**src/rtl/hmti_pkg.sv**
```systemverilog
// ----------------------------------------------------------------------------
// hmti_pkg: shared constants and types for the height grid core
// widths, operation codes and the memory request bundle
// ----------------------------------------------------------------------------
package hmti_pkg;

    localparam int MAX_DIM   = 257;
    localparam int MIN_DIM   = 2;
    localparam int DEPTH     = MAX_DIM * MAX_DIM;
    localparam int ADDR_W    = $clog2(DEPTH);
    localparam int H_W       = 24;                // q15.8 height
    localparam int C_W       = 18;                // q10.8 coordinate
    localparam int FR_W      = 8;                 // fraction bits
    localparam int IX_W      = C_W - FR_W;        // integer part of a coordinate
    localparam int S_W       = 9;                 // grid size register
    localparam int CNT_W     = $clog2(IX_W + 1);
    localparam int W_W       = FR_W + 1;          // weight, up to 1.0
    localparam int D_W       = H_W + 1;           // height difference
    localparam int P_W       = D_W + W_W + 1;     // signed product
    localparam int ACC_W     = P_W + 1;

    localparam int MODE_W       = 2;
    localparam int IN_TDATA_W   = ((2 * C_W + H_W + 7) / 8) * 8;
    localparam int OUT_TDATA_W  = ((3 * H_W + 7) / 8) * 8;
    localparam int X_LSB        = 0;
    localparam int Y_LSB        = C_W;
    localparam int H_LSB        = 2 * C_W;

    localparam logic [S_W-1:0] SIZE_RESET = S_W'(MAX_DIM);

    typedef enum logic [MODE_W-1:0] {
        MODE_WRITE  = 2'd0,
        MODE_POINT  = 2'd1,
        MODE_INTERP = 2'd2
    } t_mode;

    typedef struct packed {
        logic              we;
        logic              re;
        logic [ADDR_W-1:0] addr;
        logic [H_W-1:0]    wdata;
    } t_mem_req;

endpackage

```
**src/rtl/hmti_blend.sv**
```systemverilog
// ----------------------------------------------------------------------------
// hmti_blend: triangle plane evaluation
// base*256 + w1*d1 + w2*d2 through one shared multiplier, floor by 256
// ----------------------------------------------------------------------------
module hmti_blend (
    input  logic                              i_clk,
    input  logic                              i_rst_n,
    input  logic                              i_start,
    input  logic signed [hmti_pkg::H_W-1:0]   i_base,
    input  logic signed [hmti_pkg::D_W-1:0]   i_d1,
    input  logic signed [hmti_pkg::D_W-1:0]   i_d2,
    input  logic [hmti_pkg::W_W-1:0]          i_w1,
    input  logic [hmti_pkg::W_W-1:0]          i_w2,
    output logic                              o_done,
    output logic [hmti_pkg::H_W-1:0]          o_res
);

    localparam int Q_W = hmti_pkg::ACC_W - hmti_pkg::FR_W;

    typedef enum logic [2:0] {
        B_IDLE,
        B_MUL1,
        B_MUL2,
        B_SUM,
        B_DONE
    } t_bstate;

    t_bstate                             r_state;
    logic signed [hmti_pkg::H_W-1:0]     r_base;
    logic signed [hmti_pkg::D_W-1:0]     r_d1;
    logic signed [hmti_pkg::D_W-1:0]     r_d2;
    logic [hmti_pkg::W_W-1:0]            r_w1;
    logic [hmti_pkg::W_W-1:0]            r_w2;
    logic signed [hmti_pkg::P_W-1:0]     r_p1;
    logic signed [hmti_pkg::P_W-1:0]     r_p2;
    logic signed [hmti_pkg::ACC_W-1:0]   r_acc;

    logic signed [hmti_pkg::D_W-1:0]     mul_d;
    logic signed [hmti_pkg::W_W:0]       mul_w;
    logic signed [hmti_pkg::P_W-1:0]     prod;
    logic signed [hmti_pkg::ACC_W-1:0]   base_sh;
    logic [Q_W-1:0]                      quot;
    logic                                fits;

    always_comb begin
        mul_d   = (r_state == B_MUL1) ? r_d1 : r_d2;
        mul_w   = (r_state == B_MUL1) ? $signed({1'b0, r_w1}) : $signed({1'b0, r_w2});
        prod    = mul_d * mul_w;
        base_sh = hmti_pkg::ACC_W'(r_base) <<< hmti_pkg::FR_W;
        // arithmetic shift right by 8 is the floor division
        quot    = r_acc[hmti_pkg::ACC_W-1:hmti_pkg::FR_W];
        fits    = (&quot[Q_W-1:hmti_pkg::H_W-1]) | ~(|quot[Q_W-1:hmti_pkg::H_W-1]);
        if (fits) begin
            o_res = quot[hmti_pkg::H_W-1:0];
        end else if (quot[Q_W-1]) begin
            o_res = {1'b1, {(hmti_pkg::H_W-1){1'b0}}};
        end else begin
            o_res = {1'b0, {(hmti_pkg::H_W-1){1'b1}}};
        end
    end

    always_ff @(posedge i_clk) begin
        if (!i_rst_n) begin
            r_state <= B_IDLE;
        end else begin
            case (r_state)
                B_IDLE: begin
                    if (i_start) begin
                        r_base  <= i_base;
                        r_d1    <= i_d1;
                        r_d2    <= i_d2;
                        r_w1    <= i_w1;
                        r_w2    <= i_w2;
                        r_state <= B_MUL1;
                    end
                end
                B_MUL1: begin
                    r_p1    <= prod;
                    r_state <= B_MUL2;
                end
                B_MUL2: begin
                    r_p2    <= prod;
                    r_state <= B_SUM;
                end
                B_SUM: begin
                    r_acc   <= base_sh + hmti_pkg::ACC_W'(r_p1) + hmti_pkg::ACC_W'(r_p2);
                    r_state <= B_DONE;
                end
                B_DONE: begin
                    r_state <= B_IDLE;
                end
                default: begin
                    r_state <= B_IDLE;
                end
            endcase
        end
    end

    assign o_done = (r_state == B_DONE);

endmodule

```
**config.mk**
```make
export PLATFORM = sky130hd
export DESIGN_NAME = hmti_blend
export DESIGN_NICKNAME = d
export VERILOG_FILES = /design/src/rtl/hmti_pkg.sv /design/src/rtl/hmti_blend.sv
export SDC_FILE = /design/constraint.sdc
export NUM_CORES = 1
export LEC_CHECK = 0
export BUFFER_PORTS_ARGS = -buffer_cell sky130_fd_sc_hd__buf_2
export CORE_MARGIN = 2
export CORE_UTILIZATION = 49
export DETAILED_ROUTE_END_ITERATION = 10
export GPL_ROUTABILITY_DRIVEN = 1
export PLACE_DENSITY = 0.76
export SLEW_MARGIN = 10
export SYNTH_ARGS = -nofsm -noshare
export SYNTH_HDL_FRONTEND = slang
export SYNTH_SLANG_ARGS = --single-unit
export TNS_END_PERCENT = 50
```
**constraint.sdc**
```tcl
create_clock -name i_clk -period 6.7 [get_ports i_clk]
set_input_delay 0.335 -clock i_clk [delete_from_list [all_inputs] [get_ports i_clk]]
set_output_delay 0.335 -clock i_clk [all_outputs]
set_load 0.01 [all_outputs]
```
==> flow_summary_export.csv, run 1 <==
group,metric,value,unit
yosys,ys_top_cells_by_area,"edfxtp_1 34%, fa_1 25%, ha_1 8.6%",
job,max_cap_viol_count,0,
sta,worst-slew-pin-transition,949,ps
layout,antenna_cells,0,
yosys,syn-mean-instance-area,11.4,sq um
clock_tree,clk-insertion-delay-late,460,ps
critical_path,arrival,6680,ps
detailed_routing,viasPerCell,5.42,
critical_path,cp-start-kind,"flip-flop",
global_route,global_route.overflow_total,0,
critical_path,cp_slowest_cell,"fa_1",
critical_path,worstPathCellList,"nor3b_4 -> clkbuf_16 -> buf_4 -> mux2_2 -> nand2_1 -> fa_2 -> fa_1 -> inv_1 -> fa_1 -> fa_1 -> inv_1 -> fa_1 -> inv_1 -> ha_1 -> and3_1 -> and3_1 -> a31o_2 -> a311oi_2 -> buf_4 -> o31ai_1 -> xor2_1",
yosys,synth.net_count,1895,
sta,finClkSkew,15.6,ps
critical_path,crit_type,"flip-flop to flip-flop",
critical_path,timing.critical_path.to,"r_p2[33]$_DFFE_PP_",
global_route,global_route_wire_length_before_repair,57.8,mm
die,start_util,49.9,%
detailed_routing,routed_wire_length_per_instance,17.0,um
detailed_routing,vias,11300,
yosys,synth-seq-area-share,34.4,%
yosys,synth.top_cells.by_count,"221 x inv_1, 212 x fa_1, 190 x edfxtp_1",
critical_path,r2r-end,"r_p2[33]$_DFFE_PP_",
die,placeableCoreArea,0.0336,sq mm
layout,area_delta_synth_final,12.3,%
die,die_width,189,um
layout,share_of_final_layout_standard_cells_stronger_than_drive_strength_1,16.3,%
clock_tree,cts-buffers-inserted,17,
clock_tree,hold_buffers,0,
yosys,synth_area_leader_cell,"edfxtp_1",
yosys,synth_cells,1473,
yosys,syn_area,0.0168,sq mm
sta,slew_viol_final,0,
critical_path,worst-r2r-cell-count,21,
yosys,synth-xor-area-share,2.77,%
sta,final_hold_viol_count,0,
clock_tree,cts_num_sinks,193,
yosys,synth_top_family_by_area,"adder cells",
yosys,asyncSetResetFlopFracSynth,0,%
place,detailedPlacementHpwl,27.5,mm
sta,rsz0062_at_grt,"yes",
critical_path,crit_path_max_incr_delay,530,ps
layout,nFillCells,2711,
global_route,grt_max_degree,77,
sta,layout_worst_path_cycle_share,96.9,%
yosys,yosys_warnings,0,
detailed_routing,detail_route.first_pass.iterations,5,
critical_path,critPathCaptureType,"flip-flop",
sta,postLayoutSetupSlackWorst,210,ps
outcome,outcome,"complete, no violations",
yosys,most_frequently_used_flop_master_after_synthesis,"edfxtp_1",
global_route,grt_antenna_before_repair,0,
yosys,post_synth_mux_area_share,3.74,%
critical_path,r2r_start,"r_state[1]$_SDFFE_PN0P_",
place,gpl.final_weighted_congestion,0.930,
critical_path,r2r_setup_slack,210,ps
critical_path,critPathRequiredTime,6890,ps
detailed_routing,initialDrtViolationCount,1061,
sta,final-setup-viol-count,0,
global_route,grt_use_total,20.2,%
yosys,synth.top_cell.area_share,34.0,%
global_route,number_of_global_route_vias_before_repair,11800,
critical_path,buffers_and_inverters_on_the_worst_path,6,
detailed_routing,detail_route.wirelength,35.3,mm
die,core.rowCount,67,
yosys,synth_seq_cells,193,
detailed_routing,drtAntennaViolNets,0,
clock_tree,clockBufferDepth,2,
critical_path,critical_path.most_common_cell,"fa_1",
clock_tree,h-tree-depth,4,
min_path,min-delay-path-class,"input port to flip-flop",
layout,layout.nets,2039,
yosys,synth_most_common_cell,"inv_1",
detailed_routing,route.detailed.drc,0,
yosys,synth-adder-area-share,33.9,%
clock_tree,cts_tree,"built",
die,floorplan.die_area,0.0357,sq mm
yosys,compound_gate_portion_of_the_synthesized_area,8.78,%
sta,period_needed,6490,ps
yosys,synth.lib_cells_used.distinct,80,
place,detailedPlace.worstSlack,75.4,ps
sta,timing.slew.headroom,36.7,%
clock_tree,clock-root-buffer,"clkbuf_16",
critical_path,largest_fanout_on_the_critical_path,12,
yosys,synth-simple-area-share,10.5,%
die,die_h,189,um
critical_path,cp_num_cells,21,
die,io_pins,120,
place,numPortBuffers,119,
sta,clock.fmax,0.154,GHz
critical_path,timing.critical_path.from,"r_state[1]$_SDFFE_PN0P_",
yosys,synth_enable_flop_cells,190,
clock_tree,path_clk_slew,90,ps
critical_path,critPathTopFamily,"adder cells",
## worst register-to-register path, delay by kind of cell (launching register included)
family / cells / cell delay (ps)
adder cells (fa/ha/maj): 6 / 2900
flip-flops: 1 / 390
AND/OR/NAND/NOR: 4 / 880
XOR/XNOR: 1 / 170
multiplexers: 1 / 450
buffers and inverters: 6 / 820
AO/OA/AOI/OAI: 3 / 620
## stage by stage
stage	std cells	setup TNS (ps)	hold WS, ps	instance area (sq um)	util, %
final	2078	0	42.7	18800	56.0
after detailed placement	2036	0	513	18000	53.7
after floorplan	1473	0	434	16800	-
after global placement	2036	0	511	18000	53.7
after global routing	2078	-228	36.6	18800	56.0
after CTS	2068	0	37.3	18600	55.5
## registers in the layout, summed over array words and instances (netlist names)
register,cells
r_acc,28
r_base,24
r_d1,25
r_d2,25
r_p1,35
r_p2,35
r_state,3
r_w1,9
r_w2,9
## cell usage in the layout (no fill, tap or decap), types with 4 or more instances in the layout
cell type and count:
a21o_1 51, xor2_1 21, inv_1 220, nand3_1 14, nor2b_1 14, and2_1 4, nand2b_1 7, ha_1 115
buf_2 119, o21ai_1 4, xnor2_1 32, nor2_1 127, mux2_4 6, nand4_1 9, mux2i_2 7, mux2_2 24
nand3b_1 4, inv_6 4, or2_2 7, a31oi_1 6, a211oi_1 4, edfxtp_1 190, a21oi_1 46, o21bai_1 4
nor3_1 16, o21ai_0 20, buf_4 35, nor4_1 7, fa_1 211, mux2i_1 23, and3_1 14, clkbuf_16 18
nand2_1 135, o21a_1 6, or3_1 6, o211ai_1 9, a221oi_1 4
## cells by family (layout without fill, tap and decap cells)
| kind of cell | Yosys count | after routing |
|---|---|---|
| buffers and inverters | 258 | 414 |
| DFF | 193 | 193 |
| adders and majority gates | 327 | 327 |
| and+or+nand+nor | 384 | 384 |
| xor gates and xnor gates | 53 | 53 |
| muxes | 59 | 60 |
| AOI/OAI and AO/OA | 199 | 199 |
## metal layers
layer  wire (um)  global-route usage, %
met5           0                      0
met4         798                   6.91
met3        2770                   3.80
met2       16000                   32.5
met1       15700                   27.6
## how the worst min path moves through the flow
stage | slack [ps] | end | startpoint | cells after the start
global route | 40 | r_base[3]$_DFFE_PP_ | i_base[3] | 1
finish | 40 | r_d1[15]$_DFFE_PP_ | i_d1[15] | 1
floorplan | 430 | r_base[0]$_DFFE_PP_ | i_base[0] | 0
global placement | 510 | r_d1[2]$_DFFE_PP_ | i_d1[2] | 1
detailed placement | 510 | r_d1[10]$_DFFE_PP_ | i_d1[10] | 1
CTS | 40 | r_d1[15]$_DFFE_PP_ | i_d1[15] | 1
## area by class of cell
| type | count | area, sq um | area share, % |
|---|---|---|---|
| clock buffer | 17 | 425 | 2.26 |
| clock inverter | 15 | 179 | 0.951 |
| inverter | 222 | 833 | 4.43 |
| multi-input combinational | 1023 | 10100 | 53.7 |
| sequential | 193 | 5770 | 30.6 |
| tap | 448 | 561 | 2.98 |
| timing repair buffer | 160 | 957 | 5.09 |
## repair_timing
item	4_1_cts	5_1_grt
setup endpoints to repair	0	22
gates resized for setup	0	24
buffers inserted	0	7
endpoints found under the hold margin	0	0
Power of run 1 is not shown: default switching activity piles up to over one toggle a cycle in this logic, so the estimate is an artifact.
==> run 2: changes to the inputs <==
--- a/config.mk
+++ b/config.mk
@@ -6,11 +6,13 @@
 export NUM_CORES = 1
 export LEC_CHECK = 0
 export BUFFER_PORTS_ARGS = -buffer_cell sky130_fd_sc_hd__buf_2
+export CELL_PAD_IN_SITES_DETAIL_PLACEMENT = 1
+export CELL_PAD_IN_SITES_GLOBAL_PLACEMENT = 1
 export CORE_MARGIN = 2
-export CORE_UTILIZATION = 49
+export CORE_UTILIZATION = 31
 export DETAILED_ROUTE_END_ITERATION = 10
 export GPL_ROUTABILITY_DRIVEN = 1
-export PLACE_DENSITY = 0.76
+export PLACE_DENSITY = 0.63
 export SLEW_MARGIN = 10
 export SYNTH_ARGS = -nofsm -noshare
 export SYNTH_HDL_FRONTEND = slang
==> flow_summary_export.csv, run 2 (synthesized netlist as in run 1, its figures left out) <==
group,metric,value,unit
outcome,outcome,"complete, no violations",
layout,share_of_final_layout_standard_cells_stronger_than_drive_strength_1,16.9,%
min_path,min-delay-path-class,"input port to flip-flop",
critical_path,largest_fanout_on_the_critical_path,11,
die,die_h,237,um
critical_path,critical_path.most_common_cell,"fa_1",
sta,finClkSkew,12.6,ps
detailed_routing,vias,11500,
layout,commonest_cells_after_routing_fill_and_taps_aside,"221 x inv_1, 212 x fa_1, 190 x edfxtp_1, 135 x nand2_1, 126 x nor2_1",
layout,commonest_non_fill_non_tap_cell_in_the_layout,"inv_1",
sta,timing.slew.headroom,35.9,%
global_route,grt_use_total,15.4,%
critical_path,crit_type,"flip-flop to flip-flop",
critical_path,cp-start-kind,"flip-flop",
critical_path,arrival,6650,ps
die,placeableCoreArea,0.0536,sq mm
sta,final-setup-viol-count,0,
sta,slew_viol_final,0,
critical_path,critPathRequiredTime,6910,ps
job,max_cap_viol_count,0,
clock_tree,clockBufferDepth,2,
critical_path,cp_slowest_cell,"fa_1",
die,die_width,237,um
critical_path,r2r_setup_slack,250,ps
sta,postLayoutSetupSlackWorst,253,ps
clock_tree,clk-insertion-delay-late,490,ps
place,gpl.final_weighted_congestion,0.810,
detailed_routing,initialDrtViolationCount,543,
global_route,global_route_wire_length_before_repair,67.6,mm
place,detailedPlace.worstSlack,31.9,ps
clock_tree,cts-buffers-inserted,17,
sta,clock.fmax,0.155,GHz
die,floorplan.die_area,0.0560,sq mm
critical_path,critPathCaptureType,"flip-flop",
detailed_routing,routed_wire_length_per_instance,17.6,um
global_route,global_route.overflow_total,0,
die,core.rowCount,85,
clock_tree,cts_tree,"built",
place,numPortBuffers,119,
detailed_routing,drtAntennaViolNets,0,
layout,area_delta_synth_final,19.6,%
global_route,grt_max_degree,68,
detailed_routing,route.detailed.drc,0,
sta,worst-slew-pin-transition,961,ps
clock_tree,cts_num_sinks,193,
clock_tree,path_clk_slew,70,ps
layout,layout_top_registers,"r_p1 (35), r_p2 (35), r_acc (28)",
detailed_routing,viasPerCell,4.76,
sta,period_needed,6450,ps
detailed_routing,detail_route.first_pass.iterations,5,
place,detailedPlacementHpwl,33.3,mm
die,io_pins,120,
layout,antenna_cells,0,
global_route,grt_antenna_before_repair,0,
layout,stdcell_area,0.0200,sq mm
place,postPlaceCellArea,0.0185,sq mm
clock_tree,h-tree-depth,4,
layout,post_route_non_filler_standard_cell_count,2412,
place,post-place-cells,2297,
global_route,number_of_global_route_vias_before_repair,12700,
sta,final_hold_viol_count,0,
detailed_routing,detail_route.wirelength,42.4,mm
clock_tree,clock-root-buffer,"clkbuf_16",
layout,layout.nets,2125,
sta,layout_worst_path_cycle_share,96.2,%
sta,totalNegativeSetupSlack,0,ps
critical_path,crit_path_max_incr_delay,570,ps
critical_path,worstPathCellList,"nor3b_4 -> buf_6 -> buf_8 -> mux2_2 -> nand2_1 -> fa_1 -> inv_1 -> fa_1 -> fa_1 -> fa_1 -> inv_1 -> fa_1 -> inv_1 -> ha_1 -> nor3_1 -> o21ai_1 -> and3_1 -> or3_4 -> a311oi_4 -> nand3b_1 -> o311ai_2",
die,start_util,31.3,%
run 2: changes by cell type in the layout (fill, tap and decap cells not counted), sizes merged:
cell	change
buf	+14
clkinvlp	+1
bufinv	+1
clkbuf	+2
dlygate4sd3	+71
inv	-4
clkinv	+1
run 2: final cells by class:
cell class	instances	area, sq um
well taps	696	871
multi-input cells	1023	10200
fillers	5920	33600
repair buffers	246	1820
clock buffers	18	439
clock inverters	14	146
flip-flops and latches	193	5770
inverters	222	833
run 2: worst max-delay path: cells and delay by family (launching register included):
family	cells	cell delay, ps
fa+ha+maj	6	2820
simple gates	6	1480
compound gates	3	610
buf+inv	5	500
flops	1	390
mux	1	360
run 2: per-layer routing:
metal  up-vias  global-route usage [%]  part of all wire (%)
li1       5430                       -                     -
met1      5818                    20.2                    47
met2       186                    25.9                    47
met3        40                    3.07                   3.9
met4         0                    3.84                   1.7
met5         -                       0                     0
run 2: final timing paths:
| path | from | end | cells past startpoint |
|---|---|---|---|
| worst max-delay path | r_state[1]$_SDFFE_PN0P_ | r_p2[28]$_DFFE_PP_ | 21 |
| worst min-delay path | i_d2[5] | r_d2[5]$_DFFE_PP_ | 1 |
| worst max register to register | r_state[1]$_SDFFE_PN0P_ | r_p2[28]$_DFFE_PP_ | 21 |
| worst min register to register | r_state[0]$_SDFFE_PN0P_ | r_state[2]$_SDFFE_PN0P_ | 1 |
run 2: metrics by stage:
stage          util [%]  hold slack, ps
2_1_floorplan         -             434
3_3_place_gp       34.5             512
3_5_place_dp       34.5             514
4_1_cts            36.9           0.234
5_1_grt            37.4            1.50
6_report           37.4            27.9
run 2: what timing repair did:
item / 4_1_cts / 5_1_grt
endpoints found under the hold margin: 71 / 0
endpoints found under the setup margin: 0 / 26
buffers inserted: 0 / 9
hold buffers: 71 / 0
gates resized for setup: 0 / 36
Power of run 2 is left out for the same reason.
