<file path="src/rtl/hmti_pkg.sv">
// ----------------------------------------------------------------------------
// hmti_pkg: shared constants and types for the height grid core
// widths, operation codes and the memory request bundle
// ----------------------------------------------------------------------------
package hmti_pkg;

    localparam int MAX_DIM   = 257;
    localparam int MIN_DIM   = 2;
    localparam int DEPTH     = MAX_DIM * MAX_DIM;
    localparam int ADDR_W    = $clog2(DEPTH);
    localparam int H_W       = 24;                // q15.8 height
    localparam int C_W       = 18;                // q10.8 coordinate
    localparam int FR_W      = 8;                 // fraction bits
    localparam int IX_W      = C_W - FR_W;        // integer part of a coordinate
    localparam int S_W       = 9;                 // grid size register
    localparam int CNT_W     = $clog2(IX_W + 1);
    localparam int W_W       = FR_W + 1;          // weight, up to 1.0
    localparam int D_W       = H_W + 1;           // height difference
    localparam int P_W       = D_W + W_W + 1;     // signed product
    localparam int ACC_W     = P_W + 1;

    localparam int MODE_W       = 2;
    localparam int IN_TDATA_W   = ((2 * C_W + H_W + 7) / 8) * 8;
    localparam int OUT_TDATA_W  = ((3 * H_W + 7) / 8) * 8;
    localparam int X_LSB        = 0;
    localparam int Y_LSB        = C_W;
    localparam int H_LSB        = 2 * C_W;

    localparam logic [S_W-1:0] SIZE_RESET = S_W'(MAX_DIM);

    typedef enum logic [MODE_W-1:0] {
        MODE_WRITE  = 2'd0,
        MODE_POINT  = 2'd1,
        MODE_INTERP = 2'd2
    } t_mode;

    typedef struct packed {
        logic              we;
        logic              re;
        logic [ADDR_W-1:0] addr;
        logic [H_W-1:0]    wdata;
    } t_mem_req;

endpackage

</file>
<file path="src/rtl/hmti_mod.sv">
// ----------------------------------------------------------------------------
// hmti_mod: iterative remainder unit
// restoring remainder of a grid coordinate by the grid size, one bit a cycle
// ----------------------------------------------------------------------------
module hmti_mod (
    input  logic                       i_clk,
    input  logic                       i_rst_n,
    input  logic                       i_start,
    input  logic [hmti_pkg::IX_W-1:0]  i_num,
    input  logic [hmti_pkg::S_W-1:0]   i_den,
    output logic                       o_done,
    output logic [hmti_pkg::S_W-1:0]   o_rem
);

    logic                        r_busy;
    logic                        r_done;
    logic [hmti_pkg::CNT_W-1:0]  r_cnt;
    logic [hmti_pkg::IX_W-1:0]   r_num;
    logic [hmti_pkg::S_W-1:0]    r_rem;
    logic [hmti_pkg::S_W-1:0]    r_den;

    logic [hmti_pkg::S_W:0]      trial;
    logic [hmti_pkg::S_W:0]      diff;
    logic [hmti_pkg::S_W-1:0]    n_rem;

    always_comb begin
        trial = {r_rem, r_num[hmti_pkg::IX_W-1]};
        diff  = trial - {1'b0, r_den};
        if (trial >= {1'b0, r_den}) begin
            n_rem = diff[hmti_pkg::S_W-1:0];
        end else begin
            n_rem = trial[hmti_pkg::S_W-1:0];
        end
    end

    always_ff @(posedge i_clk) begin
        if (!i_rst_n) begin
            r_busy <= 1'b0;
            r_done <= 1'b0;
            r_cnt  <= '0;
        end else begin
            r_done <= 1'b0;
            if (i_start) begin
                r_busy <= 1'b1;
                r_cnt  <= hmti_pkg::CNT_W'(hmti_pkg::IX_W);
                r_num  <= i_num;
                r_rem  <= '0;
                r_den  <= i_den;
            end else if (r_busy) begin
                r_rem <= n_rem;
                r_num <= {r_num[hmti_pkg::IX_W-2:0], 1'b0};
                r_cnt <= r_cnt - 1'b1;
                if (r_cnt == hmti_pkg::CNT_W'(1)) begin
                    r_busy <= 1'b0;
                    r_done <= 1'b1;
                end
            end
        end
    end

    assign o_done = r_done;
    assign o_rem  = r_rem;

endmodule

</file>
<file path="config.mk">
export PLATFORM = sky130hd
export DESIGN_NAME = hmti_mod
export DESIGN_NICKNAME = d
export VERILOG_FILES = /design/src/rtl/hmti_pkg.sv /design/src/rtl/hmti_mod.sv
export SDC_FILE = /design/constraint.sdc
export NUM_CORES = 1
export LEC_CHECK = 0
export BUFFER_PORTS_ARGS = -buffer_cell sky130_fd_sc_hd__buf_4
export CAP_MARGIN = 15
export CORE_AREA = 2 2 61 63
export CTS_BUF_LIST = sky130_fd_sc_hd__clkbuf_16
export DETAILED_ROUTE_END_ITERATION = 6
export DIE_AREA = 0 0 63 65
export PLACE_DENSITY = 0.74
export SETUP_SLACK_MARGIN = 0.05
export SLEW_MARGIN = 40
export SYNTH_ARGS = -nofsm -noshare
export SYNTH_HDL_FRONTEND = slang
export SYNTH_SLANG_ARGS = --single-unit
</file>
<file path="constraint.sdc">
create_clock -name i_clk -period 3.14 [get_ports i_clk]
set_input_delay 0 -clock i_clk [delete_from_list [all_inputs] [get_ports i_clk]]
set_output_delay 0 -clock i_clk [all_outputs]
set_load 0.01 [all_outputs]
</file>
==> results.json, run 1 <==
{
  "worst-path-stages": 9,
  "syn_avg_cell_area_um2": 12.0,
  "final_cell_area_um2": 2330,
  "synth_fa_ha_area_share_pct": 8.70,
  "postCtsSetupRepairBufs": 0,
  "ys_seq_area_share_pct": 53.0,
  "gp_congestion": 0.830,
  "antenna_found_initial": 0,
  "hold_slack_ns": 0.0284,
  "top_level_ports": 32,
  "grt_max_degree": 26,
  "cts_tree": "yes",
  "ff2ff_path_depth": 9,
  "dp_hpwl_mm": 2.34,
  "cts_max_level": 2,
  "crit_start": "r_num[9]",
  "arrival_ns": 2.66,
  "drt_wl_total_mm": 3.30,
  "leakagePower_uw": 0.000994,
  "std_cell_rows": 22,
  "fillCellCount": 281,
  "worstPathCellList": "inv_1 -> ha_1 -> inv_1 -> fa_1 -> a21o_1 -> a221oi_4 -> o211ai_2 -> and2_1 -> a211oi_1",
  "synth.distinct_cells": 40,
  "yosys.area_share.xor_xnor_pct": 2.90,
  "drc": 0,
  "synth_seq_cells": 34,
  "grt_setup_unrepaired": "no",
  "cts_root_buffer": "clkbuf_16",
  "synth_top_family_by_area": "compound AO/OA/AOI/OAI gates",
  "worstPathRequired_ns": 3.23,
  "clkSlewWorstSetupHoldPaths_ns": 0.05,
  "antennaDiodeCount": 0,
  "yosysWarnings": 0,
  "syn_inst": 151,
  "areaGrowthSynthToFinish_pct": 28.7,
  "yosys.area_share.simple_pct": 11.3,
  "vias_per_cell": 5.18,
  "grt_use_total_pct": 17.5,
  "routedWlPerCell_um": 13.5,
  "fin_nets": 230,
  "die_h_um": 65,
  "final.setup.tns_ns": 0,
  "cap_violations": 0,
  "initial_utilization_pct": 51.9,
  "maxSlewHeadroom_pct": 67.2,
  "cts_num_sinks": 34,
  "syn_area_um2": 1810,
  "vias": 1269,
  "ant_nets": 0,
  "cp_top_family": "compound AO/OA/AOI/OAI gates",
  "tightestPinTransition_ns": 0.492,
  "insertion_delay_ns": 0.27,
  "crit_end": "o_rem[0]",
  "fin_crit_ns": 2.57,
  "cp_max_fo": 6,
  "synthFlopType": "edfxtp_1",
  "cp_common_cell": "inv_1",
  "drive_above_1_share_pct": 27.9,
  "instances_no_fill": 245,
  "cp_slowest_cell": "fa_1",
  "drt_iter0_markers": 29,
  "clk_path_buf_depth": 2,
  "fin_skew_ns": 0.00305,
  "finalSetupViolCount": 0,
  "port-buffer-count": 31,
  "end_kind": "flop",
  "hold_violations": 0,
  "hp-start": "i_num[6]",
  "cts_buffers": 5,
  "timing.rr.start": "r_num[9]",
  "firstDrtPassIters": 5,
  "r2r_end": "o_rem[0]",
  "overflow": 0,
  "grt_pass1_vias": 1230,
  "peakVddDrop_v": 0.000352,
  "synth.area.mux_share_pct": 7.80,
  "cp_num_buf_inv": 2,
  "postPlaceCellArea_um2": 2090,
  "rrSetupSlack_ns": 0.57,
  "slew_viol_final": 0,
  "core_area_um2": 3500,
  "die_area_um2": 4100,
  "cp-start-kind": "flop",
  "hold_class": "in -> reg",
  "grt_pass1_wl_mm": 5.45,
  "dieWidth_um": 63,
  "fin_crit_sh_pct": 81.8,
  "p_total_uw": 1270,
  "synth_edf_count": 28,
  "max_freq_mhz": 389,
  "slowest_delay_ns": 0.39,
  "status": "finished, final reports clean",
  "synth-async-reset-ratio_pct": 0,
  "synth_compound_area_share_pct": 12.4,
  "place_inst": 227,
  "power_density_nw_per_um2": 543,
  "synth_nets": 185,
  "crit_type": "reg -> reg"
}
[cell type report]
type | count | area, um^2 | area share, %
Tap cell | 48 | 60.1 | 2.57
Inverter | 16 | 60.1 | 2.57
Timing Repair Buffer | 41 | 333 | 14.3
Clock inverter | 3 | 12.5 | 0.536
Sequential cell | 34 | 961 | 41.2
Clock buffer | 5 | 125 | 5.36
Multi-Input combinational cell | 98 | 782 | 33.5
[metal layers]
metal | routed length (um) | vias up | GRT usage, % | part of all wire [%]
met3 | 123 | 6 | 3.99 | 3.7
met1 | 1350 | 601 | 19.4 | 41
met5 | 0 | - | 0 | 0
met2 | 1780 | 27 | 32.4 | 54
li1 | - | 635 | - | -
met4 | 44 | 0 | 6.67 | 1.3
[power by group]
group          total [uW]  switching [uW]  leakage [uW]  internal (uW)
Clock                 450             164     0.0000724            286
Combinational         266             134      0.000604            132
Sequential            551            19.1      0.000318            532
Total                1270             317      0.000994            950
[sequential cells by signal (all words and copies together) (netlist names)]
| signal | flops |
|---|---|
| r_den | 9 |
| r_cnt | 4 |
| o_done | 1 |
| r_num | 10 |
| o_rem | 9 |
| r_busy | 1 |
[worst register-to-register path: cells and delay by family (launching register included)]
family,cells,cell delay (ns)
adders and majority gates,2,0.56
and+or+nand+nor,1,0.24
AOI/OAI and AO/OA,4,1.07
buffers and inverters,2,0.15
DFF,1,0.36
[what timing repair did]
action                                 4_1_cts  5_1_grt
endpoints found under the hold margin       11        0
setup endpoints to repair                    0        0
gates resized for setup                      0        0
hold buffers                                10        0
[through the flow]
stage	worst slack, ns	utilization, %
6_report	0.571	66.8
5_1_grt	0.385	66.8
4_1_cts	0.594	66.7
3_5_place_dp	0.687	59.9
3_3_place_gp	0.766	59.9
2_1_floorplan	0.890	-
[how the worst min path moves through the flow]
| stage | cells past startpoint | slack, ns | end |
|---|---|---|---|
| after global placement | 1 | 0.18 | r_den[2] |
| after global routing | 2 | 0.03 | r_num[6] |
| after detailed placement | 1 | 0.18 | r_den[3] |
| after floorplan | 0 | 0.1 | r_den[0] |
| after CTS | 2 | 0.03 | r_num[6] |
| final | 2 | 0.03 | r_num[6] |
[placed cells by master, fill, tap and decap left out, drive strengths merged, types with 2 or more instances in the layout]
| cell | netlist | final |
|---|---|---|
| dfxtp | 6 | 6 |
| dlygate4sd3 | 0 | 10 |
| and2 | 2 | 2 |
| mux2 | 9 | 9 |
| ha | 11 | 11 |
| inv | 16 | 17 |
| a21o | 2 | 2 |
| a211oi | 2 | 2 |
| clkinv | 0 | 2 |
| a21boi | 2 | 2 |
| nand3 | 3 | 3 |
| buf | 0 | 31 |
| mux2i | 4 | 4 |
| o21ai | 4 | 4 |
| a21oi | 7 | 7 |
| xnor2 | 3 | 3 |
| nor2 | 11 | 11 |
| clkbuf | 3 | 5 |
| nand2b | 3 | 3 |
| nand2 | 9 | 9 |
| or3 | 2 | 2 |
| edfxtp | 28 | 28 |
| o21a | 4 | 4 |
| xor2 | 3 | 3 |
[Yosys cell counts (2+ instances only)]
library cell	number	area, um^2
nand2_1	9	33.8
xnor2_1	3	26.3
a21o_1	2	15.0
mux2_2	9	101
mux2i_1	4	40.0
o21ai_0	4	20.0
dfxtp_1	6	120
nand3_1	2	10.0
a211oi_1	2	15.0
a21boi_0	2	15.0
and2_1	2	12.5
inv_1	16	60.1
a21oi_1	7	35.0
clkbuf_1	3	11.3
ha_1	11	138
xor2_1	3	26.3
nand2b_1	3	18.8
o21a_1	4	30.0
edfxtp_1	28	841
nor2_1	11	41.3
[kinds of logic after synthesis]
| kind of cell | count (synthesis) |
|---|---|
| AOI/OAI and AO/OA | 29 |
| and+or+nand+nor | 38 |
| muxes | 13 |
| buffers and inverters | 19 |
| adders and majority gates | 12 |
| DFF | 34 |
| xor gates and xnor gates | 6 |
Note: power is estimated with default switching activity, not from simulation.
==> inputs of run 2 (changes only) <==
--- a/config.mk
+++ b/config.mk
@@ -7,11 +7,11 @@
 export LEC_CHECK = 0
 export BUFFER_PORTS_ARGS = -buffer_cell sky130_fd_sc_hd__buf_4
 export CAP_MARGIN = 15
-export CORE_AREA = 2 2 61 63
+export CORE_AREA = 2 2 64 66
 export CTS_BUF_LIST = sky130_fd_sc_hd__clkbuf_16
 export DETAILED_ROUTE_END_ITERATION = 6
-export DIE_AREA = 0 0 63 65
-export PLACE_DENSITY = 0.74
+export DIE_AREA = 0 0 66 68
+export PLACE_DENSITY = 0.71
 export SETUP_SLACK_MARGIN = 0.05
 export SLEW_MARGIN = 40
 export SYNTH_ARGS = -nofsm -noshare
==> constraint.sdc (replaced) <==
create_clock -name i_clk -period 2.3 [get_ports i_clk]
set_input_delay 0 -clock i_clk [delete_from_list [all_inputs] [get_ports i_clk]]
set_output_delay 0 -clock i_clk [all_outputs]
set_load 0.01 [all_outputs]
==> results.json, run 2 (synthesis results as in run 1) <==
{
  "slew_viol_final": 0,
  "grt_pass1_wl_mm": 6.15,
  "end_kind": "flop",
  "drt_iter0_markers": 94,
  "cts_buffers": 5,
  "power_density_nw_per_um2": 727,
  "areaGrowthSynthToFinish_pct": 39.1,
  "fin_skew_ns": 0.00504,
  "cp_slowest_cell": "edfxtp_1",
  "hold_slack_ns": 0.0263,
  "drt_wl_total_mm": 3.96,
  "core_area_um2": 3860,
  "whs_path_depth": 2,
  "fin_crit_sh_pct": 103,
  "port-buffer-count": 31,
  "firstDrtPassIters": 4,
  "instances_no_fill": 266,
  "antennaDiodeCount": 0,
  "insertion_delay_ns": 0.28,
  "grt_max_degree": 26,
  "status": "finished, violations left",
  "leakagePower_uw": 0.00109,
  "cts_root_buffer": "clkbuf_16",
  "postPlaceCellArea_um2": 2190,
  "grt_setup_unrepaired": "yes",
  "fillCellCount": 315,
  "layout_commonest_cell": "buf_4",
  "tightestPinTransition_ns": 0.436,
  "cts_num_sinks": 34,
  "die_h_um": 68,
  "slowest_delay_ns": 0.38,
  "peakVddDrop_v": 0.000655,
  "cp_max_fo": 6,
  "clkSlewWorstSetupHoldPaths_ns": 0.05,
  "ant_nets": 0,
  "grt_use_total_pct": 18.8,
  "arrival_ns": 2.49,
  "regMostFlops": "r_num",
  "std_cell_rows": 23,
  "gp_congestion": 0.899,
  "top_level_ports": 32,
  "antenna_found_initial": 0,
  "clk_path_buf_depth": 2,
  "cap_violations": 0,
  "die_area_um2": 4490,
  "initial_utilization_pct": 47.0,
  "vias_per_cell": 5.16,
  "hold_class": "in -> reg",
  "vias": 1373,
  "worstPathCellList": "inv_2 -> ha_4 -> inv_2 -> fa_2 -> a21o_1 -> a221oi_4 -> buf_6 -> o211ai_4 -> and2_1 -> a211oi_2",
  "hold_violations": 0,
  "cp_common_cell": "inv_2",
  "overflow": 0,
  "cts_tree": "yes",
  "max_freq_mhz": 421,
  "grt_pass1_vias": 1367,
  "routedWlPerCell_um": 14.9,
  "final_cell_mix": "buf_4 (49), edfxtp_1 (28), inv_1 (15)",
  "fin_crit_ns": 2.38,
  "finalSetupViolCount": 5,
  "violations": "negative setup slack",
  "final.setup.tns_ns": -0.180,
  "dieWidth_um": 66,
  "final_cell_area_um2": 2520,
  "place_inst": 241,
  "dp_hpwl_mm": 2.77,
  "cts_max_level": 2,
  "fin_nets": 249,
  "cp-start-kind": "flop",
  "maxSlewHeadroom_pct": 70.8,
  "largest_reg_flops": 10,
  "drc": 0,
  "ff2ff_path_depth": 10,
  "drive_above_1_share_pct": 37.0,
  "worstPathRequired_ns": 2.42,
  "crit_type": "reg -> reg",
  "fin_ws_ns": -0.0751
}
==> run 2: cell types whose count changed in the layout (fill, tap and decap cells not counted), sizes merged <==
cell	delta
buf	+19
==> run 2: what timing repair did <==
action	4_1_cts	5_1_grt
gates resized for setup	8	3
setup buffers	3	4
setup endpoints to repair	9	9
hold endpoints to repair	11	0
pin swaps	8	6
hold buffers	10	0
==> run 2: power breakdown <==
part	internal, uW	switching, uW	leakage, uW	total (uW)
clock	390	229	0.0000724	620
combinational	241	220	0.000703	461
sequential	726	26.3	0.000318	753
==> run 2: per-layer routing <==
layer / share of wire [%] / global-route usage (%)
met1: 42 / 21.7
met2: 51 / 32.2
met3: 5.1 / 5.59
met4: 1.7 / 8.93
met5: 0 / 0
==> run 2: worst max-delay path, delay by kind of cell (launching register included) <==
family / cells / cell delay, ns
AND/OR/NAND/NOR: 1 / 0.19
flip-flops: 1 / 0.38
AO/OA/AOI/OAI: 4 / 0.88
adder cells (fa/ha/maj): 2 / 0.47
buffers and inverters: 3 / 0.30
==> run 2: path summary, 6_finish.rpt <==
| kind | endpoint | slack (ns) | startpoint |
|---|---|---|---|
| setup / recovery | o_rem[0] | -0.08 | r_num[9] |
| hold / removal | r_num[5] | 0.03 | i_num[5] |
| setup reg to reg | o_rem[0] | -0.08 | r_num[9] |
| hold reg to reg | r_num[7] | 0.55 | r_num[6] |
==> run 2: final cells by class <==
type                            count  area (um^2)  share of cell area [%]
Clock buffer                        5          125                    4.96
Sequential cell                    34          961                    38.1
Inverter                           16         60.1                    2.38
Multi-Input combinational cell     98          821                    32.6
Clock inverter                      3         12.5                   0.496
Tap cell                           50         62.6                    2.48
Timing Repair Buffer               60          479                    19.0
==> run 2: metrics by stage <==
step,power (uW),setup slack (ns),utilization [%]
after floorplan,1010,0.0503,-
final,1830,-0.0751,65.4
after CTS,1830,-0.0295,64.3
after detailed placement,1160,-0.119,56.7
after global routing,1910,-0.151,65.4
after global placement,1150,-0.0417,56.7
==> inputs of run 3 (changes only) <==
--- a/config.mk
+++ b/config.mk
@@ -6,13 +6,14 @@
 export NUM_CORES = 1
 export LEC_CHECK = 0
 export BUFFER_PORTS_ARGS = -buffer_cell sky130_fd_sc_hd__buf_4
-export CAP_MARGIN = 15
+export CAP_MARGIN = 30
 export CORE_AREA = 2 2 64 66
 export CTS_BUF_LIST = sky130_fd_sc_hd__clkbuf_16
 export DETAILED_ROUTE_END_ITERATION = 6
 export DIE_AREA = 0 0 66 68
 export PLACE_DENSITY = 0.71
 export SETUP_SLACK_MARGIN = 0.05
+export SKIP_CTS_REPAIR_TIMING = 1
 export SLEW_MARGIN = 40
 export SYNTH_ARGS = -nofsm -noshare
 export SYNTH_HDL_FRONTEND = slang
==> results.json, run 3 (synthesis results as in run 1) <==
{
  "vias": 1388,
  "initial_utilization_pct": 47.0,
  "grt_pass1_vias": 1286,
  "combPwrFrac_pct": 25.1,
  "die_h_um": 68,
  "grt_setup_unrepaired": "yes",
  "worstPathRequired_ns": 2.31,
  "antenna_found_initial": 0,
  "dieWidth_um": 66,
  "regMostFlops": "r_num",
  "final_cell_area_um2": 2500,
  "fin_skew_ns": 0.00401,
  "violations": "negative setup slack",
  "drive_above_1_share_pct": 36.7,
  "clkSlewWorstSetupHoldPaths_ns": 0.05,
  "top_level_ports": 32,
  "port-buffer-count": 31,
  "status": "finished, violations left",
  "cp_max_fo": 6,
  "grt_pass1_wl_mm": 5.82,
  "fin_crit_sh_pct": 104,
  "slew_viol_final": 0,
  "instances_no_fill": 265,
  "cts_num_sinks": 34,
  "end_kind": "flop",
  "power_density_nw_per_um2": 731,
  "std_cell_rows": 23,
  "die_area_um2": 4490,
  "clkPwrFrac_pct": 33.8,
  "insertion_delay_ns": 0.28,
  "ant_nets": 0,
  "hold_violations": 0,
  "antennaDiodeCount": 0,
  "switching_power_uw": 478,
  "grt_max_degree": 26,
  "hold_slack_ns": 0.0273,
  "switching_share_pct": 26.1,
  "gp_congestion": 0.899,
  "dpl_worst_slack_ns": -0.119,
  "wl_met3_um": 206,
  "fillCellCount": 321,
  "layout_commonest_cell": "buf_4",
  "crit_type": "reg -> reg",
  "p_int_uw": 1350,
  "maxSlewHeadroom_pct": 70.8,
  "routedWlPerCell_um": 15.3,
  "cts_max_level": 2,
  "cts_tree": "yes",
  "drt_wl_total_mm": 4.06,
  "leakagePower_uw": 0.00108,
  "areaGrowthSynthToFinish_pct": 38.2,
  "drt_iter0_markers": 108,
  "clk_path_buf_depth": 2,
  "final.setup.tns_ns": -0.488,
  "vias_per_cell": 5.24,
  "arrival_ns": 2.41,
  "cap_violations": 0,
  "cts_buffers": 5,
  "firstDrtPassIters": 5,
  "finalSetupViolCount": 8,
  "m1WireLength_mm": 1.73,
  "fin_ws_ns": -0.0960,
  "largest_reg_flops": 10,
  "top_layer_used": "met4",
  "peakVddDrop_v": 0.000653,
  "place_inst": 241,
  "grt_use_total_pct": 17.7,
  "dp_hpwl_mm": 2.77,
  "fin_crit_ns": 2.40,
  "postPlaceCellArea_um2": 2190,
  "fin_nets": 248,
  "core_area_um2": 3860,
  "tightestPinTransition_ns": 0.436,
  "overflow": 0,
  "cp-start-kind": "flop",
  "cts_root_buffer": "clkbuf_16",
  "rrSetupSlack_ns": -0.1,
  "met2_length_mm": 2.04,
  "final_cell_mix": "buf_4 (49), edfxtp_1 (28), inv_1 (15)",
  "seqPwrFrac_pct": 41.1,
  "max_freq_mhz": 417,
  "drc": 0,
  "hold_class": "in -> reg"
}
==> run 3: changes by cell type in the layout (fill, tap and decap cells not counted) <==
cell | previous run | this run
and2_1 | 2 | 1
and2_4 | 0 | 1
buf_6 | 1 | 0
xnor2_1 | 2 | 3
xnor2_2 | 1 | 0
==> run 3: final timing paths <==
check | end | from | depth (start not counted)
worst min-delay path | r_num[5] | i_num[5] | 2
worst max-delay path | o_rem[7] | r_num[9] | 10
worst max register to register | o_rem[7] | r_num[9] | 10
worst min register to register | r_num[7] | r_num[6] | 1
==> run 3: stage by stage <==
step / total power [uW] / util (%)
after floorplan: 1010 / -
after global placement: 1150 / 56.7
after detailed placement: 1160 / 56.7
after CTS: 1790 / 60.3
after global routing: 1910 / 65.0
final: 1830 / 65.0
==> run 3: layout make-up <==
cell class                 count  area, um^2  area share [%]
tap                           50        62.6            2.50
timing repair buffer          59         468            18.7
sequential                    34         961            38.4
inverter                      16        60.1            2.40
multi-input combinational     98         816            32.6
clock inverter                 3        12.5           0.500
clock buffer                   5         125            5.00
==> run 3: metal layers <==
layer | up-vias | GRT usage [%]
met5 | - | 0
met4 | 0 | 7.14
met3 | 8 | 5.43
met2 | 58 | 30.9
met1 | 650 | 20.5
li1 | 672 | -
==> run 3: worst max-delay path: stages, from the launching register on <==
cell and delay [ns]:
edfxtp_1 0.38, inv_2 0.10, ha_4 0.14, inv_2 0.04, fa_2 0.37, a21o_1 0.23, a221oi_4 0.32, buf_4 0.19
o211ai_4 0.11, o2111ai_1 0.14, a21oi_1 0.11
==> run 3: power by group through the flow <==
stage | logic, uW | clock network, uW | registers (uW)
after global placement | 385 | 0 | 760
after global routing | 497 | 653 | 757
after CTS | 398 | 640 | 751
after floorplan | 242 | 0 | 766
after detailed placement | 396 | 0 | 763
final | 461 | 619 | 753
